## config.mk

```make
export PLATFORM = sky130hd
export DESIGN_NAME = pose_difference_body_velocity_top_flat
export DESIGN_NICKNAME = d
export VERILOG_FILES = /design/src/hw/rtl/pdbv_pkg.sv /design/src/hw/rtl/pdbv_in_if.sv /design/src/hw/rtl/pdbv_out_if.sv /design/src/hw/rtl/pose_difference_body_velocity_top.sv /design/src/hw/rtl/pdbv_divider.sv /design/src/flat_wrapper.sv
export SDC_FILE = /design/constraint.sdc
export NUM_CORES = 2
export LEC_CHECK = 0
export ABC_AREA = 1
export BUFFER_PORTS_ARGS = -buffer_cell sky130_fd_sc_hd__buf_2
export CORE_MARGIN = 2
export CORE_UTILIZATION = 40
export CTS_BUF_LIST = sky130_fd_sc_hd__clkbuf_16
export CTS_CLUSTER_SIZE = 24
export DETAILED_ROUTE_END_ITERATION = 10
export PLACE_DENSITY = 0.51
export SETUP_SLACK_MARGIN = 0.1
export SLEW_MARGIN = 5
export SYNTH_ARGS = -nofsm -noshare
export SYNTH_HDL_FRONTEND = slang
export SYNTH_SLANG_ARGS = --single-unit
```

## constraint.sdc

```tcl
create_clock -name clk -period 26.5 [get_ports clk]
set_clock_uncertainty 0.2 [all_clocks]
set_input_delay 1.325 -clock clk [delete_from_list [all_inputs] [get_ports clk]]
set_output_delay 1.325 -clock clk [all_outputs]
set_load 0.02 [all_outputs]
```

## src/hw/rtl/pdbv_pkg.sv

```systemverilog
// Shared constants, types and the arctangent table of the pose differencing velocity block.
package pdbv_pkg;

  // default field widths
  localparam int POSITION_WIDTH_DEF = 32;
  localparam int HEADING_WIDTH_DEF  = 16;
  localparam int TIME_W             = 32;
  localparam int VEL_W              = 32;

  // rotation unit sizing: Q4.30 vector, Q16 angle
  localparam int CORDIC_STEPS = 16;
  localparam int STEP_W       = $clog2(CORDIC_STEPS);
  localparam int XY_W         = 34;
  localparam int Z_W          = 21;

  localparam logic signed [XY_W-1:0] CORDIC_GAIN_Q30 = 34'sd652032874;
  localparam logic signed [Z_W-1:0]  PI_Q16          = 21'sd205887;
  localparam logic signed [Z_W-1:0]  HALF_PI_Q16     = 21'sd102944;

  // saturation limits of a velocity word
  localparam logic [VEL_W-1:0] VEL_MAX = 32'h7FFF_FFFF;
  localparam logic [VEL_W-1:0] VEL_MIN = 32'h8000_0000;

  // divider request and status
  typedef struct packed {
    logic start;
    logic linear;
  } div_ctl_t;

  typedef struct packed {
    logic busy;
    logic done;
  } div_stat_t;

  // arctangent of 2^-i in Q16 radians
  function automatic logic signed [Z_W-1:0] atan_q16(input logic [STEP_W-1:0] idx);
    logic signed [Z_W-1:0] v;
    unique case (idx)
      4'd0:  v = 21'sd51472;
      4'd1:  v = 21'sd30385;
      4'd2:  v = 21'sd16055;
      4'd3:  v = 21'sd8150;
      4'd4:  v = 21'sd4091;
      4'd5:  v = 21'sd2047;
      4'd6:  v = 21'sd1024;
      4'd7:  v = 21'sd512;
      4'd8:  v = 21'sd256;
      4'd9:  v = 21'sd128;
      4'd10: v = 21'sd64;
      4'd11: v = 21'sd32;
      4'd12: v = 21'sd16;
      4'd13: v = 21'sd8;
      4'd14: v = 21'sd4;
      4'd15: v = 21'sd2;
    endcase
    return v;
  endfunction

endpackage

```

## src/hw/rtl/pdbv_in_if.sv

```systemverilog
// Pose sample channel: valid, ready and one pose word.
interface pdbv_in_if #(
  parameter int POSITION_WIDTH = pdbv_pkg::POSITION_WIDTH_DEF,
  parameter int HEADING_WIDTH  = pdbv_pkg::HEADING_WIDTH_DEF
);
  logic                              valid;
  logic                              ready;
  logic signed [POSITION_WIDTH-1:0]  pos_x;
  logic signed [POSITION_WIDTH-1:0]  pos_y;
  logic signed [HEADING_WIDTH-1:0]   heading;
  logic [pdbv_pkg::TIME_W-1:0]       timestamp;

  modport source (output valid, output pos_x, output pos_y, output heading,
                  output timestamp, input ready);
  modport sink   (input valid, input pos_x, input pos_y, input heading,
                  input timestamp, output ready);
endinterface

```

## src/hw/rtl/pdbv_out_if.sv

```systemverilog
// Velocity result channel: valid, ready and one velocity word.
interface pdbv_out_if;
  logic                              valid;
  logic                              ready;
  logic                              velocity_valid;
  logic signed [pdbv_pkg::VEL_W-1:0] vel_forward;
  logic signed [pdbv_pkg::VEL_W-1:0] vel_lateral;
  logic signed [pdbv_pkg::VEL_W-1:0] vel_turn;
  logic                              zero_interval;

  modport source (output valid, output velocity_valid, output vel_forward,
                  output vel_lateral, output vel_turn, output zero_interval,
                  input ready);
  modport sink   (input valid, input velocity_valid, input vel_forward,
                  input vel_lateral, input vel_turn, input zero_interval,
                  output ready);
endinterface

```

## src/hw/rtl/pose_difference_body_velocity_top.sv

```systemverilog
// Body frame velocity from the difference of two successive planar pose samples.
// A first sample goes straight to the done state and gives a word marked invalid; a divide
// that overflows 32 bits or meets a zero interval skips its serial run. A new pose word is
// taken only after the previous word has been loaded into the output register, as the 16
// shared rotation steps, a shared multiplier pass and three serial divides work one sample.
// Reset: synchronous active-low rst_n clears the previous sample, the sequencer and valid.
module pose_difference_body_velocity_top #(
  parameter int POSITION_WIDTH = pdbv_pkg::POSITION_WIDTH_DEF,
  parameter int HEADING_WIDTH  = pdbv_pkg::HEADING_WIDTH_DEF
) (
  input  logic       clk,
  input  logic       rst_n,
  pdbv_in_if.sink    in_if,
  pdbv_out_if.source out_if
);

  localparam int XY_W       = pdbv_pkg::XY_W;
  localparam int Z_W        = pdbv_pkg::Z_W;
  localparam int STEP_W     = pdbv_pkg::STEP_W;
  localparam int TIME_W     = pdbv_pkg::TIME_W;
  localparam int VEL_W      = pdbv_pkg::VEL_W;
  localparam int TRIG_FRAC  = ((56 - POSITION_WIDTH) > 30) ? 30 : (56 - POSITION_WIDTH);
  localparam int C_W        = TRIG_FRAC + 2;
  localparam int D_W        = POSITION_WIDTH + 1;
  localparam int H_D_W      = HEADING_WIDTH + 1;
  localparam int PROD_W     = D_W + C_W;
  localparam int NUM_W      = PROD_W + 1;
  localparam int NT_SH      = 35 - HEADING_WIDTH;
  localparam int RND        = 30 - TRIG_FRAC;
  localparam int LIN_SHIFT  = (TRIG_FRAC >= 16) ? (TRIG_FRAC - 16) : 0;
  localparam int POST_SHIFT = (TRIG_FRAC < 16) ? (16 - TRIG_FRAC) : 0;
  localparam logic [STEP_W-1:0] CORDIC_LAST = STEP_W'(pdbv_pkg::CORDIC_STEPS - 1);
  localparam logic [STEP_W-1:0] MUL_LAST    = STEP_W'(4);

  typedef enum logic [6:0] {
    S_IDLE    = 7'b0000001,
    S_CORDIC  = 7'b0000010,
    S_ROUND   = 7'b0000100,
    S_MUL     = 7'b0001000,
    S_DIVGO   = 7'b0010000,
    S_DIVWAIT = 7'b0100000,
    S_DONE    = 7'b1000000
  } state_t;

  typedef enum logic [1:0] {
    DIV_FWD  = 2'd0,
    DIV_LAT  = 2'd1,
    DIV_TURN = 2'd2
  } div_sel_t;

  state_t                          state_r, state_nxt;
  logic [STEP_W-1:0]               cnt_r, cnt_nxt;

  logic                            have_prev_r;
  logic signed [POSITION_WIDTH-1:0] prev_x_r, prev_y_r;
  logic signed [HEADING_WIDTH-1:0] prev_h_r;
  logic [TIME_W-1:0]               prev_t_r;

  logic signed [D_W-1:0]           dx_r, dy_r;
  logic signed [H_D_W-1:0]         dh_r;
  logic [TIME_W-1:0]               dt_r;
  logic signed [XY_W-1:0]          x_r, y_r;
  logic signed [Z_W-1:0]           z_r;
  logic                            flip_r;
  logic signed [C_W-1:0]           c_r, s_r;
  logic signed [PROD_W-1:0]        prod_r;
  logic signed [NUM_W-1:0]         nf_r, nl_r;
  div_sel_t                        div_idx_r;

  logic                            vv_r, zi_r;
  logic [VEL_W-1:0]                res_fwd_r, res_lat_r, res_turn_r;

  logic                            out_valid_r, out_vv_r, out_zi_r;
  logic [VEL_W-1:0]                out_fwd_r, out_lat_r, out_turn_r;

  logic                            accept_w, out_take_w, out_load_w;
  logic signed [D_W-1:0]           dx_w, dy_w;
  logic signed [H_D_W-1:0]         dh_w;
  logic [TIME_W-1:0]               dt_w;
  logic signed [Z_W-1:0]           ang_w, z_fold_w, atan_w;
  logic                            flip_w;
  logic signed [XY_W-1:0]          sx_w, sy_w, vx_w, vy_w;
  logic signed [C_W-1:0]           c_w, s_w;
  logic signed [D_W-1:0]           mul_a_w;
  logic signed [C_W-1:0]           mul_b_w;
  logic signed [PROD_W-1:0]        prod_w;
  logic signed [NUM_W-1:0]         nt_w, div_num_w;
  pdbv_pkg::div_ctl_t              div_ctl;
  pdbv_pkg::div_stat_t             div_stat;
  logic [VEL_W-1:0]                div_res;

  // handshakes
  assign in_if.ready = (state_r == S_IDLE);
  assign accept_w    = in_if.valid && in_if.ready;
  assign out_take_w  = !out_valid_r || out_if.ready;
  assign out_load_w  = (state_r == S_DONE) && out_take_w;

  // differences against the stored sample
  assign dx_w = D_W'(in_if.pos_x) - D_W'(prev_x_r);
  assign dy_w = D_W'(in_if.pos_y) - D_W'(prev_y_r);
  assign dh_w = H_D_W'(in_if.heading) - H_D_W'(prev_h_r);
  assign dt_w = in_if.timestamp - prev_t_r;

  // move the heading to 16 fraction bits
  generate
    if (HEADING_WIDTH <= 19) begin : g_ang_up
      assign ang_w = Z_W'(in_if.heading) <<< (19 - HEADING_WIDTH);
    end else begin : g_ang_down
      assign ang_w = Z_W'(in_if.heading >>> (HEADING_WIDTH - 19));
    end
  endgenerate

  // fold the angle into the right half plane
  always_comb begin
    z_fold_w = ang_w;
    flip_w   = 1'b0;
    if (ang_w > pdbv_pkg::HALF_PI_Q16) begin
      z_fold_w = ang_w - pdbv_pkg::PI_Q16;
      flip_w   = 1'b1;
    end else if (ang_w < -pdbv_pkg::HALF_PI_Q16) begin
      z_fold_w = ang_w + pdbv_pkg::PI_Q16;
      flip_w   = 1'b1;
    end
  end

  // rotation step operands
  assign sx_w   = x_r >>> cnt_r;
  assign sy_w   = y_r >>> cnt_r;
  assign atan_w = pdbv_pkg::atan_q16(cnt_r);

  // undo the fold and round cosine and sine to the trig fraction
  assign vx_w = flip_r ? -x_r : x_r;
  assign vy_w = flip_r ? -y_r : y_r;
  generate
    if (RND == 0) begin : g_no_rnd
      assign c_w = C_W'(vx_w);
      assign s_w = C_W'(vy_w);
    end else begin : g_rnd
      localparam logic signed [XY_W-1:0] RND_HALF = XY_W'(1) <<< (RND - 1);
      logic signed [XY_W-1:0] rx_w, ry_w;
      assign rx_w = (vx_w + RND_HALF) >>> RND;
      assign ry_w = (vy_w + RND_HALF) >>> RND;
      assign c_w  = C_W'(rx_w);
      assign s_w  = C_W'(ry_w);
    end
  endgenerate

  // shared multiplier: dx*c, dy*s, dy*c, dx*s
  assign mul_a_w = (cnt_r == STEP_W'(0) || cnt_r == STEP_W'(3)) ? dx_r : dy_r;
  assign mul_b_w = (cnt_r == STEP_W'(0) || cnt_r == STEP_W'(2)) ? c_r : s_r;
  assign prod_w  = mul_a_w * mul_b_w;

  // heading numerator and divider operand
  assign nt_w = NUM_W'(dh_r) <<< NT_SH;
  always_comb begin
    unique case (div_idx_r)
      DIV_FWD: div_num_w = nf_r;
      DIV_LAT: div_num_w = nl_r;
      default: div_num_w = nt_w;
    endcase
  end

  assign div_ctl.start  = (state_r == S_DIVGO);
  assign div_ctl.linear = (div_idx_r != DIV_TURN);

  pdbv_divider #(
    .NUM_W      (NUM_W),
    .LIN_SHIFT  (LIN_SHIFT),
    .POST_SHIFT (POST_SHIFT)
  ) u_div (
    .clk    (clk),
    .rst_n  (rst_n),
    .ctl    (div_ctl),
    .num    (div_num_w),
    .dt     (dt_r),
    .stat   (div_stat),
    .result (div_res)
  );

  // sequencer
  always_comb begin
    state_nxt = state_r;
    cnt_nxt   = cnt_r;
    unique case (state_r)
      S_IDLE: begin
        if (accept_w) begin
          cnt_nxt   = '0;
          state_nxt = have_prev_r ? S_CORDIC : S_DONE;
        end
      end
      S_CORDIC: begin
        cnt_nxt = STEP_W'(cnt_r + 1'b1);
        if (cnt_r == CORDIC_LAST) state_nxt = S_ROUND;
      end
      S_ROUND: begin
        cnt_nxt   = '0;
        state_nxt = S_MUL;
      end
      S_MUL: begin
        cnt_nxt = STEP_W'(cnt_r + 1'b1);
        if (cnt_r == MUL_LAST) state_nxt = S_DIVGO;
      end
      S_DIVGO: state_nxt = S_DIVWAIT;
      S_DIVWAIT: begin
        if (div_stat.done) state_nxt = (div_idx_r == DIV_TURN) ? S_DONE : S_DIVGO;
      end
      S_DONE: begin
        if (out_take_w) state_nxt = S_IDLE;
      end
      default: state_nxt = S_IDLE;
    endcase
  end

  // control and stored sample
  always_ff @(posedge clk) begin
    if (!rst_n) begin
      state_r     <= S_IDLE;
      cnt_r       <= '0;
      have_prev_r <= 1'b0;
      prev_x_r    <= '0;
      prev_y_r    <= '0;
      prev_h_r    <= '0;
      prev_t_r    <= '0;
      out_valid_r <= 1'b0;
    end else begin
      state_r <= state_nxt;
      cnt_r   <= cnt_nxt;
      if (accept_w) begin
        have_prev_r <= 1'b1;
        prev_x_r    <= in_if.pos_x;
        prev_y_r    <= in_if.pos_y;
        prev_h_r    <= in_if.heading;
        prev_t_r    <= in_if.timestamp;
      end
      if (out_load_w) begin
        out_valid_r <= 1'b1;
      end else if (out_if.ready) begin
        out_valid_r <= 1'b0;
      end
    end
  end

  // datapath
  always_ff @(posedge clk) begin
    if (accept_w) begin
      dx_r       <= dx_w;
      dy_r       <= dy_w;
      dh_r       <= dh_w;
      dt_r       <= dt_w;
      x_r        <= pdbv_pkg::CORDIC_GAIN_Q30;
      y_r        <= '0;
      z_r        <= z_fold_w;
      flip_r     <= flip_w;
      div_idx_r  <= DIV_FWD;
      vv_r       <= have_prev_r;
      zi_r       <= have_prev_r && (dt_w == '0);
      res_fwd_r  <= '0;
      res_lat_r  <= '0;
      res_turn_r <= '0;
    end

    // rotate toward zero angle
    if (state_r == S_CORDIC) begin
      if (z_r >= 0) begin
        x_r <= x_r - sy_w;
        y_r <= y_r + sx_w;
        z_r <= z_r - atan_w;
      end else begin
        x_r <= x_r + sy_w;
        y_r <= y_r - sx_w;
        z_r <= z_r + atan_w;
      end
    end

    if (state_r == S_ROUND) begin
      c_r <= c_w;
      s_r <= s_w;
    end

    // accumulate the body frame numerators one product behind
    if (state_r == S_MUL) begin
      prod_r <= prod_w;
      if (cnt_r == STEP_W'(1)) nf_r <= NUM_W'(prod_r);
      if (cnt_r == STEP_W'(2)) nf_r <= nf_r + NUM_W'(prod_r);
      if (cnt_r == STEP_W'(3)) nl_r <= NUM_W'(prod_r);
      if (cnt_r == STEP_W'(4)) nl_r <= nl_r - NUM_W'(prod_r);
    end

    // store each quotient and advance to the next one
    if (state_r == S_DIVWAIT && div_stat.done) begin
      unique case (div_idx_r)
        DIV_FWD: res_fwd_r  <= div_res;
        DIV_LAT: res_lat_r  <= div_res;
        default: res_turn_r <= div_res;
      endcase
      div_idx_r <= (div_idx_r == DIV_FWD) ? DIV_LAT : DIV_TURN;
    end

    // hold the finished word for the consumer
    if (out_load_w) begin
      out_vv_r   <= vv_r;
      out_zi_r   <= zi_r;
      out_fwd_r  <= res_fwd_r;
      out_lat_r  <= res_lat_r;
      out_turn_r <= res_turn_r;
    end
  end

  assign out_if.valid          = out_valid_r;
  assign out_if.velocity_valid = out_vv_r;
  assign out_if.vel_forward    = out_fwd_r;
  assign out_if.vel_lateral    = out_lat_r;
  assign out_if.vel_turn       = out_turn_r;
  assign out_if.zero_interval  = out_zi_r;

`ifndef NO_ASSERTIONS
  a_div_start_free: assert property (@(posedge clk) disable iff (!rst_n)
    div_ctl.start |-> !div_stat.busy)
    else $error("divide started while the divider was busy");
  a_first_sample_short: assert property (@(posedge clk) disable iff (!rst_n)
    (accept_w && !have_prev_r) |=> (state_r == S_DONE))
    else $error("first sample did not go straight to done");
  a_invalid_word_zero: assert property (@(posedge clk) disable iff (!rst_n)
    (out_valid_r && !out_vv_r) |->
      (out_fwd_r == '0 && out_lat_r == '0 && out_turn_r == '0 && !out_zi_r))
    else $error("first-sample word carries nonzero fields");
  a_done_div_idle: assert property (@(posedge clk) disable iff (!rst_n)
    (state_r == S_DONE) |-> !div_stat.busy)
    else $error("word finished while the divider was still working");
`endif

endmodule

```

## src/hw/rtl/pdbv_divider.sv

```systemverilog
// Serial restoring divider with truncation toward zero and 32-bit saturation.
module pdbv_divider #(
  parameter int NUM_W      = 60,
  parameter int LIN_SHIFT  = 8,
  parameter int POST_SHIFT = 0
) (
  input  logic                          clk,
  input  logic                          rst_n,
  input  pdbv_pkg::div_ctl_t            ctl,
  input  logic signed [NUM_W-1:0]       num,
  input  logic [pdbv_pkg::TIME_W-1:0]   dt,
  output pdbv_pkg::div_stat_t           stat,
  output logic [pdbv_pkg::VEL_W-1:0]    result
);

  localparam int Q_W   = pdbv_pkg::VEL_W;
  localparam int DV_W  = pdbv_pkg::TIME_W + LIN_SHIFT;
  localparam int HI_W  = NUM_W - Q_W;
  localparam int CMP_W = ((HI_W > DV_W) ? HI_W : DV_W) + 1;
  localparam int CNT_W = $clog2(Q_W);
  localparam logic [CNT_W-1:0] Q_LAST = CNT_W'(Q_W - 1);

  typedef enum logic [2:0] {
    D_IDLE = 3'b001,
    D_RUN  = 3'b010,
    D_FIN  = 3'b100
  } dstate_t;

  dstate_t          dstate_r, dstate_nxt;
  logic [CNT_W-1:0] cnt_r, cnt_nxt;

  logic             neg_r, zero_r, ovf_r, lin_r;
  logic [DV_W-1:0]  div_r, rem_r, rem_nxt;
  logic [Q_W-1:0]   qsh_r, qsh_nxt;

  logic             start_w, neg_w, ovf_w, ge_w, sat_w;
  logic [NUM_W-1:0] mag_w;
  logic [HI_W-1:0]  hi_w;
  logic [DV_W-1:0]  div_w;
  logic [DV_W:0]    trial_w;
  logic [Q_W-1:0]   mag32_w;

  // take the operands apart: sign, magnitude, divisor, early overflow
  assign start_w = ctl.start && (dstate_r == D_IDLE);
  assign neg_w   = num[NUM_W-1];
  assign mag_w   = neg_w ? NUM_W'(-num) : NUM_W'(num);
  assign hi_w    = mag_w[NUM_W-1:Q_W];
  assign div_w   = ctl.linear ? (DV_W'(dt) << LIN_SHIFT) : DV_W'(dt);
  assign ovf_w   = CMP_W'(hi_w) >= CMP_W'(div_w);

  // one quotient bit per cycle
  assign trial_w = {rem_r, qsh_r[Q_W-1]};
  assign ge_w    = trial_w >= {1'b0, div_r};
  assign rem_nxt = ge_w ? DV_W'(trial_w - {1'b0, div_r}) : trial_w[DV_W-1:0];
  assign qsh_nxt = {qsh_r[Q_W-2:0], ge_w};

  // sequence the divide
  always_comb begin
    dstate_nxt = dstate_r;
    cnt_nxt    = cnt_r;
    unique case (dstate_r)
      D_IDLE: begin
        if (start_w) begin
          cnt_nxt    = '0;
          dstate_nxt = ovf_w ? D_FIN : D_RUN;
        end
      end
      D_RUN: begin
        cnt_nxt = CNT_W'(cnt_r + 1'b1);
        if (cnt_r == Q_LAST) dstate_nxt = D_FIN;
      end
      D_FIN:   dstate_nxt = D_IDLE;
      default: dstate_nxt = D_IDLE;
    endcase
  end

  always_ff @(posedge clk) begin
    if (!rst_n) begin
      dstate_r <= D_IDLE;
      cnt_r    <= '0;
    end else begin
      dstate_r <= dstate_nxt;
      cnt_r    <= cnt_nxt;
    end
  end

  // load operands, then shift remainder and quotient
  always_ff @(posedge clk) begin
    if (start_w) begin
      neg_r  <= neg_w;
      zero_r <= (mag_w == '0);
      ovf_r  <= ovf_w;
      lin_r  <= ctl.linear;
      div_r  <= div_w;
      rem_r  <= DV_W'(hi_w);
      qsh_r  <= mag_w[Q_W-1:0];
    end else if (dstate_r == D_RUN) begin
      rem_r  <= rem_nxt;
      qsh_r  <= qsh_nxt;
    end
  end

  // scale, saturate and restore the sign
  always_comb begin
    mag32_w = lin_r ? (qsh_r << POST_SHIFT) : qsh_r;
    sat_w   = ovf_r || (lin_r ? (|qsh_r[Q_W-1 -: POST_SHIFT+1]) : qsh_r[Q_W-1]);
    if (zero_r) begin
      result = '0;
    end else if (sat_w) begin
      result = neg_r ? pdbv_pkg::VEL_MIN : pdbv_pkg::VEL_MAX;
    end else begin
      result = neg_r ? Q_W'(-mag32_w) : mag32_w;
    end
  end

  assign stat.busy = (dstate_r != D_IDLE);
  assign stat.done = (dstate_r == D_FIN);

`ifndef NO_ASSERTIONS
  a_start_leaves_idle: assert property (@(posedge clk) disable iff (!rst_n)
    start_w |=> (dstate_r != D_IDLE))
    else $error("divider did not leave idle after start");
  a_run_ends: assert property (@(posedge clk) disable iff (!rst_n)
    (dstate_r == D_RUN && cnt_r == Q_LAST) |=> (dstate_r == D_FIN))
    else $error("divider ran past the last quotient bit");
  a_fin_once: assert property (@(posedge clk) disable iff (!rst_n)
    (dstate_r == D_FIN) |=> (dstate_r == D_IDLE))
    else $error("divider held its result for more than one cycle");
`endif

endmodule
```

## src/flat_wrapper.sv

```systemverilog
// flat-port wrapper written by rule: the top's interface ports become plain ports
module pose_difference_body_velocity_top_flat 
#(
  parameter int POSITION_WIDTH = pdbv_pkg::POSITION_WIDTH_DEF,
  parameter int HEADING_WIDTH  = pdbv_pkg::HEADING_WIDTH_DEF
)
  (clk, rst_n, in_if_valid, in_if_pos_x, in_if_pos_y, in_if_heading, in_if_timestamp, in_if_ready, out_if_valid, out_if_velocity_valid, out_if_vel_forward, out_if_vel_lateral, out_if_vel_turn, out_if_zero_interval, out_if_ready);
  pdbv_in_if #(.POSITION_WIDTH(POSITION_WIDTH), .HEADING_WIDTH(HEADING_WIDTH)) in_if_i ();
  pdbv_out_if out_if_i ();
  input  logic clk;
  input  logic rst_n;
  input wire logic [$bits(in_if_i.valid)-1:0] in_if_valid;
  input wire logic [$bits(in_if_i.pos_x)-1:0] in_if_pos_x;
  input wire logic [$bits(in_if_i.pos_y)-1:0] in_if_pos_y;
  input wire logic [$bits(in_if_i.heading)-1:0] in_if_heading;
  input wire logic [$bits(in_if_i.timestamp)-1:0] in_if_timestamp;
  output wire logic [$bits(in_if_i.ready)-1:0] in_if_ready;
  output wire logic [$bits(out_if_i.valid)-1:0] out_if_valid;
  output wire logic [$bits(out_if_i.velocity_valid)-1:0] out_if_velocity_valid;
  output wire logic [$bits(out_if_i.vel_forward)-1:0] out_if_vel_forward;
  output wire logic [$bits(out_if_i.vel_lateral)-1:0] out_if_vel_lateral;
  output wire logic [$bits(out_if_i.vel_turn)-1:0] out_if_vel_turn;
  output wire logic [$bits(out_if_i.zero_interval)-1:0] out_if_zero_interval;
  input wire logic [$bits(out_if_i.ready)-1:0] out_if_ready;
  assign in_if_i.valid = in_if_valid;
  assign in_if_i.pos_x = in_if_pos_x;
  assign in_if_i.pos_y = in_if_pos_y;
  assign in_if_i.heading = in_if_heading;
  assign in_if_i.timestamp = in_if_timestamp;
  assign in_if_ready = in_if_i.ready;
  assign out_if_valid = out_if_i.valid;
  assign out_if_velocity_valid = out_if_i.velocity_valid;
  assign out_if_vel_forward = out_if_i.vel_forward;
  assign out_if_vel_lateral = out_if_i.vel_lateral;
  assign out_if_vel_turn = out_if_i.vel_turn;
  assign out_if_zero_interval = out_if_i.zero_interval;
  assign out_if_i.ready = out_if_ready;
  pose_difference_body_velocity_top #(.POSITION_WIDTH(POSITION_WIDTH), .HEADING_WIDTH(HEADING_WIDTH)) u_core (.clk(clk), .rst_n(rst_n), .in_if(in_if_i), .out_if(out_if_i));
endmodule
```

* Yosys cells after proc, flatten, opt, wreduce, memory -nomap -nowiden
Memories as Yosys holds them, arrays and structs flattened. A register that Yosys moved wholly into a read port is not among the register bits. Cells that the tools add are included.
Storage, ports and cells: bits in registers 882, ROM bits 256, bits of input ports 116, word-level logic and storage cells 193, memories 1
Cells by class: add/sub/neg operators 23, multiply operators 1, order comparisons 5, eq/ne operators 26, shift-type cells 2, mux-type cells 64, reductions and logical operators 30
Memories:
- (no name shown) | depth 16, bits a word 16, rd ports 1, clocked after Yosys merged registers in 1, write ports 0, line pdbv_pkg.sv:38 | unique case (idx)
Operators with widths (count):
- $mux 32 | 17
- $mux 60 | 5
- $mux 34 | 6
- $pmux 60 s2 | 1
- $mux 21 | 5
- $neg 32->32 | 3
- $mux 40 | 2
- $add 34x34->34 | 2
- $sshr 34x4->34 | 2
- $sub 34x34->34 | 2
- $sub 32x32->33 | 2
- $add 32x7->32 const B | 2
- $add 60x59->60 | 1
- $logic_not 60->1 | 1
- $neg 60->60 | 1
- $sub 60x59->60 | 1
- $mul 33x26->59 | 1
- $mux 28 | 2
- $mux 7 | 7
- $pmux 7 s7 | 1
- $ge 41x40->1 | 1
- $ge 28x40->1 | 1
- $sub 40x40->40 | 1
- $mux 33 | 1
- 50 further kinds | 83

* Longest topological paths before layout
depth in word-level cells 8, mapped depth 40, depth with buffers taken out 34

* By module
Synthesis repeated with hierarchy kept, for this count alone.
Unflattened totals: cells, all modules 12718, area, all modules 96681.5 µm²
Modules (own cells, without submodules):
- pose_difference_body_velocity_top | instances 1, cells an instance 10812, area an instance 84486.0 µm², seq. area each 20900.0 µm²
- pdbv_divider | instances 1, cells an instance 1906, area an instance 12195.4 µm², seq. area each 3493.4 µm²

* Least setup slack after synthesis
Ideal clock, no wire load.
path type register to register, from register u_core.cnt_r[1], to register u_core.prod_r[58], data pin, library setup time 0.260 ns, arrival time 8.037 ns, setup slack 18.004 ns, stages on the path, launching flop included 31, buffers on the path 5, period minus slack after synthesis 8.496 ns, cells stage by stage dfxtp_1 > buf_2 > inv_2 > buf_2 > buf_2 > ha_1 > o21ai_0 > clkbuf_1 > o21ai_0 > inv_1 > clkbuf_1 > nor2_1 > fa_1 > inv_1 > fa_1 > inv_1 > fa_1 > fa_1 > fa_1 > fa_1 > inv_1 > fa_1 > inv_1 > ha_1 > a21oi_1 > inv_1 > a21oi_1 > inv_1 > a221oi_1 > o221ai_1 > xnor2_1
Between the ends: longest elaborated chain between the ends 4, elaborated cells on any way between the ends 8
RTL lines:
- start, declared | line pose_difference_body_velocity_top.sv:52 | logic [STEP_W-1:0] cnt_r, cnt_nxt;
- start signal, assigned | line pose_difference_body_velocity_top.sv:227 | cnt_r <= cnt_nxt;
- $eq 4x2->1 (tied with other cells) | line pose_difference_body_velocity_top.sv:149 | assign mul_a_w = (cnt_r == STEP_W'(0) || cnt_r == STEP_W'(3)) ? dx_r : dy_r;
- $logic_or 1x1->1, on equally long branches | line pose_difference_body_velocity_top.sv:149, pose_difference_body_velocity_top.sv:150
- $mux 33 or $mux 26 (tied branches) | line pose_difference_body_velocity_top.sv:149, pose_difference_body_velocity_top.sv:150
- $mul 33x26->59 * | line pose_difference_body_velocity_top.sv:151 | assign prod_w = mul_a_w * mul_b_w;
- net u_core.prod_w[58] | line pose_difference_body_velocity_top.sv:86 | logic signed [PROD_W-1:0] prod_w;
- end signal, assigned | line pose_difference_body_velocity_top.sv:282 | prod_r <= prod_w;
- end, declared | line pose_difference_body_velocity_top.sv:66 | logic signed [PROD_W-1:0] prod_r;
The timed path passes the listed nets; every way through them passes the cells marked *. A chain may end at the register's enable or synchronous reset.

* Worst setup path in the final report
from register u_core.cnt_r[0], to register u_core.prod_r[52], data pin
The elaborated chain is that of the path after synthesis.

==> impl_results.md <==
- Status: complete, no violations
- Final Wtd Congestion: around 1.0
- Clock H-tree levels: 3
- Max-slew violation count: 0
- Finish-stage setup viols: 0
- Maxcap violations: 0
- Dpl ws: between 15 and 20 ns
- Total wire length: about 400000 um
- IO Pins: between 200 and 250
- Slew Limit Headroom: between 10% and 20%
- I/O Buffers: roughly 220
- DRC viols: 0
- Max clock buf depth: 3
- Share of the synthesized area in the top cell type: about a fifth
- FILL cells: around 25000
- Resize count post-CTS: 0
- Post-DRT Antenna Nets: 0
- Clock Sinks: between 800 and 900
- Area growth syn-to-layout: 8.83%
- Share of cells above drive strength 1: 5.70%
- Cell count after synthesis: 12900
- Main combinational cell family by area after synthesis: adder cells
- Post-synthesis compound-gate area fraction: 12.4%
- Fmax: 90.4 MHz
- Top post-synthesis cells by count: nand2_1 (2732), inv_1 (2200), nor2_1 (1345)
- Cell area after synthesis: ~0.097 mm^2
- GR Util All Layers: 31.5%
- Via count: roughly 88000
- Crit start category: register
- CTS buffer count: 110
- Initial antenna violation count: 30
- Most frequent cell on the critical path: fa_1
- Final hold violations: 0
- Post-synthesis mux area share: less than 1%
- Via/cell ratio: roughly 5.4
- Fin nets: 14500
- Critical path arrival: 11.41 ns
- First-pass DRT Iterations: 7
- Most area-consuming cells after synthesis: edfxtp_1 (20%), fa_1 (18%), nand2_1 (11%), inv_1 (8.5%), ha_1 (7.3%)
- Crit-path max cell delay: around 0.66 ns
- Starting density of the core: about two fifths
- Post-synthesis xor/xnor area fraction: approximately 3.7%
- Post-Synth Adder-Cell Area: 25.7%
- CP Max Fanout: between 60 and 70
- Clk root buf: clkbuf_16
- CTS tree: done
- Setup ws final: ~15 ns
- Count leader, synth: nand2_1
- CTS clk-pin slew, worst paths: approximately 0.060 ns
- Core Box Area: ~0.24 mm^2
- Slowest-stage cell, CP: dfxtp_4
- Hold Buf Count CTS: 0
- Die extent in x: just under 500 um
- Die Area: approximately 0.25 mm^2
- Syn nets: 14400
- Synth unique cells: 67
- Seq/Total Area, Yosys: about a quarter
- RSZ-0062 raised after global routing: false
- Grt total ovfl: 0
- Die height: roughly 500 um
- Endpoint type of the worst setup path: register
- Crit path required time: around 27 ns
- Synth Area in Simple Gates: between 20% and 30%
- DR iter-0 viols: about 8000
- Hold crit path type: register to register
- Post-synth top area cell: edfxtp_1
- Post-DP HPWL: approximately 320000 um
- Ys async rst share: 0%
- Floorplan row count: 180
- Vias in the first global route: ~86000
- Mean post-synth cell area: 7.54 um^2
- Ys Warns: 0
- Seq cells post-synth: 898
- Period minus WS final: roughly 11 ns
- Final worst-path cycle share: 41.7%
- WL per Instance: ~24 um
- Worst skew pair latency: 0.80 ns
- TNS Setup: 0 ns
- Worst slew pin tran: ~1.2 ns
- Post-synth EDFFs: 641
- Postcts setup bufs: 0
- Largest net degree at the start of global routing: roughly 120
- First-pass GRT wire length: about 570000 um
- CP Class: register to register
- Top_reg_cell synth: edfxtp_1
cell usage in the layout (no fill, tap or decap), types with 38 or more instances in the layout:
master	synthesis	layout
xnor2_1	155	155
a21oi_1	747	745
fa_1	888	888
o21ai_0	918	899
inv_1	2200	2206
a21o_1	57	57
nand3_1	709	708
nand3b_1	46	46
nor4_1	39	38
ha_1	568	568
xor2_1	256	256
or2_2	80	80
dfxtp_1	257	253
nand2_1	2732	2730
buf_2	50	214
nor3_1	108	108
clkinv_1	30	45
a31oi_1	69	69
edfxtp_1	641	641
o211ai_1	81	81
buf_4	6	119
o21ai_2	29	43
nand4_1	134	134
o21ai_1	47	49
o21a_1	39	39
clkbuf_16	0	111
o21bai_1	64	64
nor2_1	1345	1340
per-stage QoR:
| stage | hold slack [ns] | std cells | util, % | cell area, um^2 |
|---|---|---|---|---|
| after global routing | 0.223 | 16200 | 43.8 | 106000 |
| final | 0.212 | 16200 | 43.8 | 106000 |
| after global placement | 0.214 | 16000 | 42.2 | 102000 |
| after floorplan | 0.200 | 12900 | - | 97000 |
| after detailed placement | 0.216 | 16000 | 42.2 | 102000 |
| after CTS | 0.195 | 16200 | 43.8 | 106000 |
sequential cells by signal, indices dropped and copies added, names as in the netlist, 33 cells and up:
register / flops
u_core.y_r: 34
u_core.prod_r: 59
u_core.nf_r: 60
u_core.nl_r: 60
u_core.u_div.div_r: 40
u_core.x_r: 34
u_core.dy_r: 33
u_core.dx_r: 33
u_core.u_div.rem_r: 40
critical path: cells and delay by family, from the launching register on:
family | cells | cell delay, ns
AO/OA/AOI/OAI | 5 | 1.43
adder cells (fa/ha/maj) | 9 | 4.26
buffers and inverters | 9 | 2.37
flip-flops | 1 | 0.66
AND/OR/NAND/NOR | 9 | 1.79
logic make-up (layout without fill, tap and decap cells):
| kind of cell | Yosys count | count (layout) |
|---|---|---|
| compound gates | 2169 | 2169 |
| xor+xnor | 411 | 411 |
| fa+ha+maj | 1456 | 1456 |
| buf+inv | 2629 | 2795 |
| flops | 898 | 898 |
| mux | 12 | 12 |
| other cells | 0 | 13 |
| simple gates | 5281 | 5281 |
area by class of cell:
cell class                      instances  area, um^2  area share, %
Inverter                             2257        8480           8.03
Sequential cell                       898       24400           23.1
Antenna cell                           13        32.5         0.0308
Timing Repair Buffer                  333        1960           1.86
Clock inverter                         94        1150           1.09
Tap cell                             3185        3990           3.78
Clock buffer                          111        2780           2.63
Multi-Input combinational cell       9329       62800           59.5
per-layer routing:
| metal | track usage (%) | up-vias | routed length (um) |
|---|---|---|---|
| met1 | 42.6 | 42700 | 170000 |
| met3 | 4.31 | 635 | 27000 |
| li1 | - | 41400 | - |
| met4 | 12.8 | 2 | 19100 |
| met5 | 0 | - | 8 |
| met2 | 50.7 | 3329 | 178000 |
path summary, 6_finish.rpt:
| path | depth (start not counted) | endpoint | start | slack [ns] |
|---|---|---|---|---|
| max | 32 | u_core.prod_r[52] | u_core.cnt_r[0] | 15.44 |
| min | 0 | u_core.out_if.vel_forward[9] | u_core.res_fwd_r[9] | 0.21 |
| max reg2reg | 32 | u_core.prod_r[52] | u_core.cnt_r[0] | 15.44 |
| min reg2reg | 0 | u_core.out_if.vel_forward[9] | u_core.res_fwd_r[9] | 0.21 |
Power is left out: the tool's default activity adds up to more than one toggle a clock period on the data nets, which glitch-free logic cannot reach.
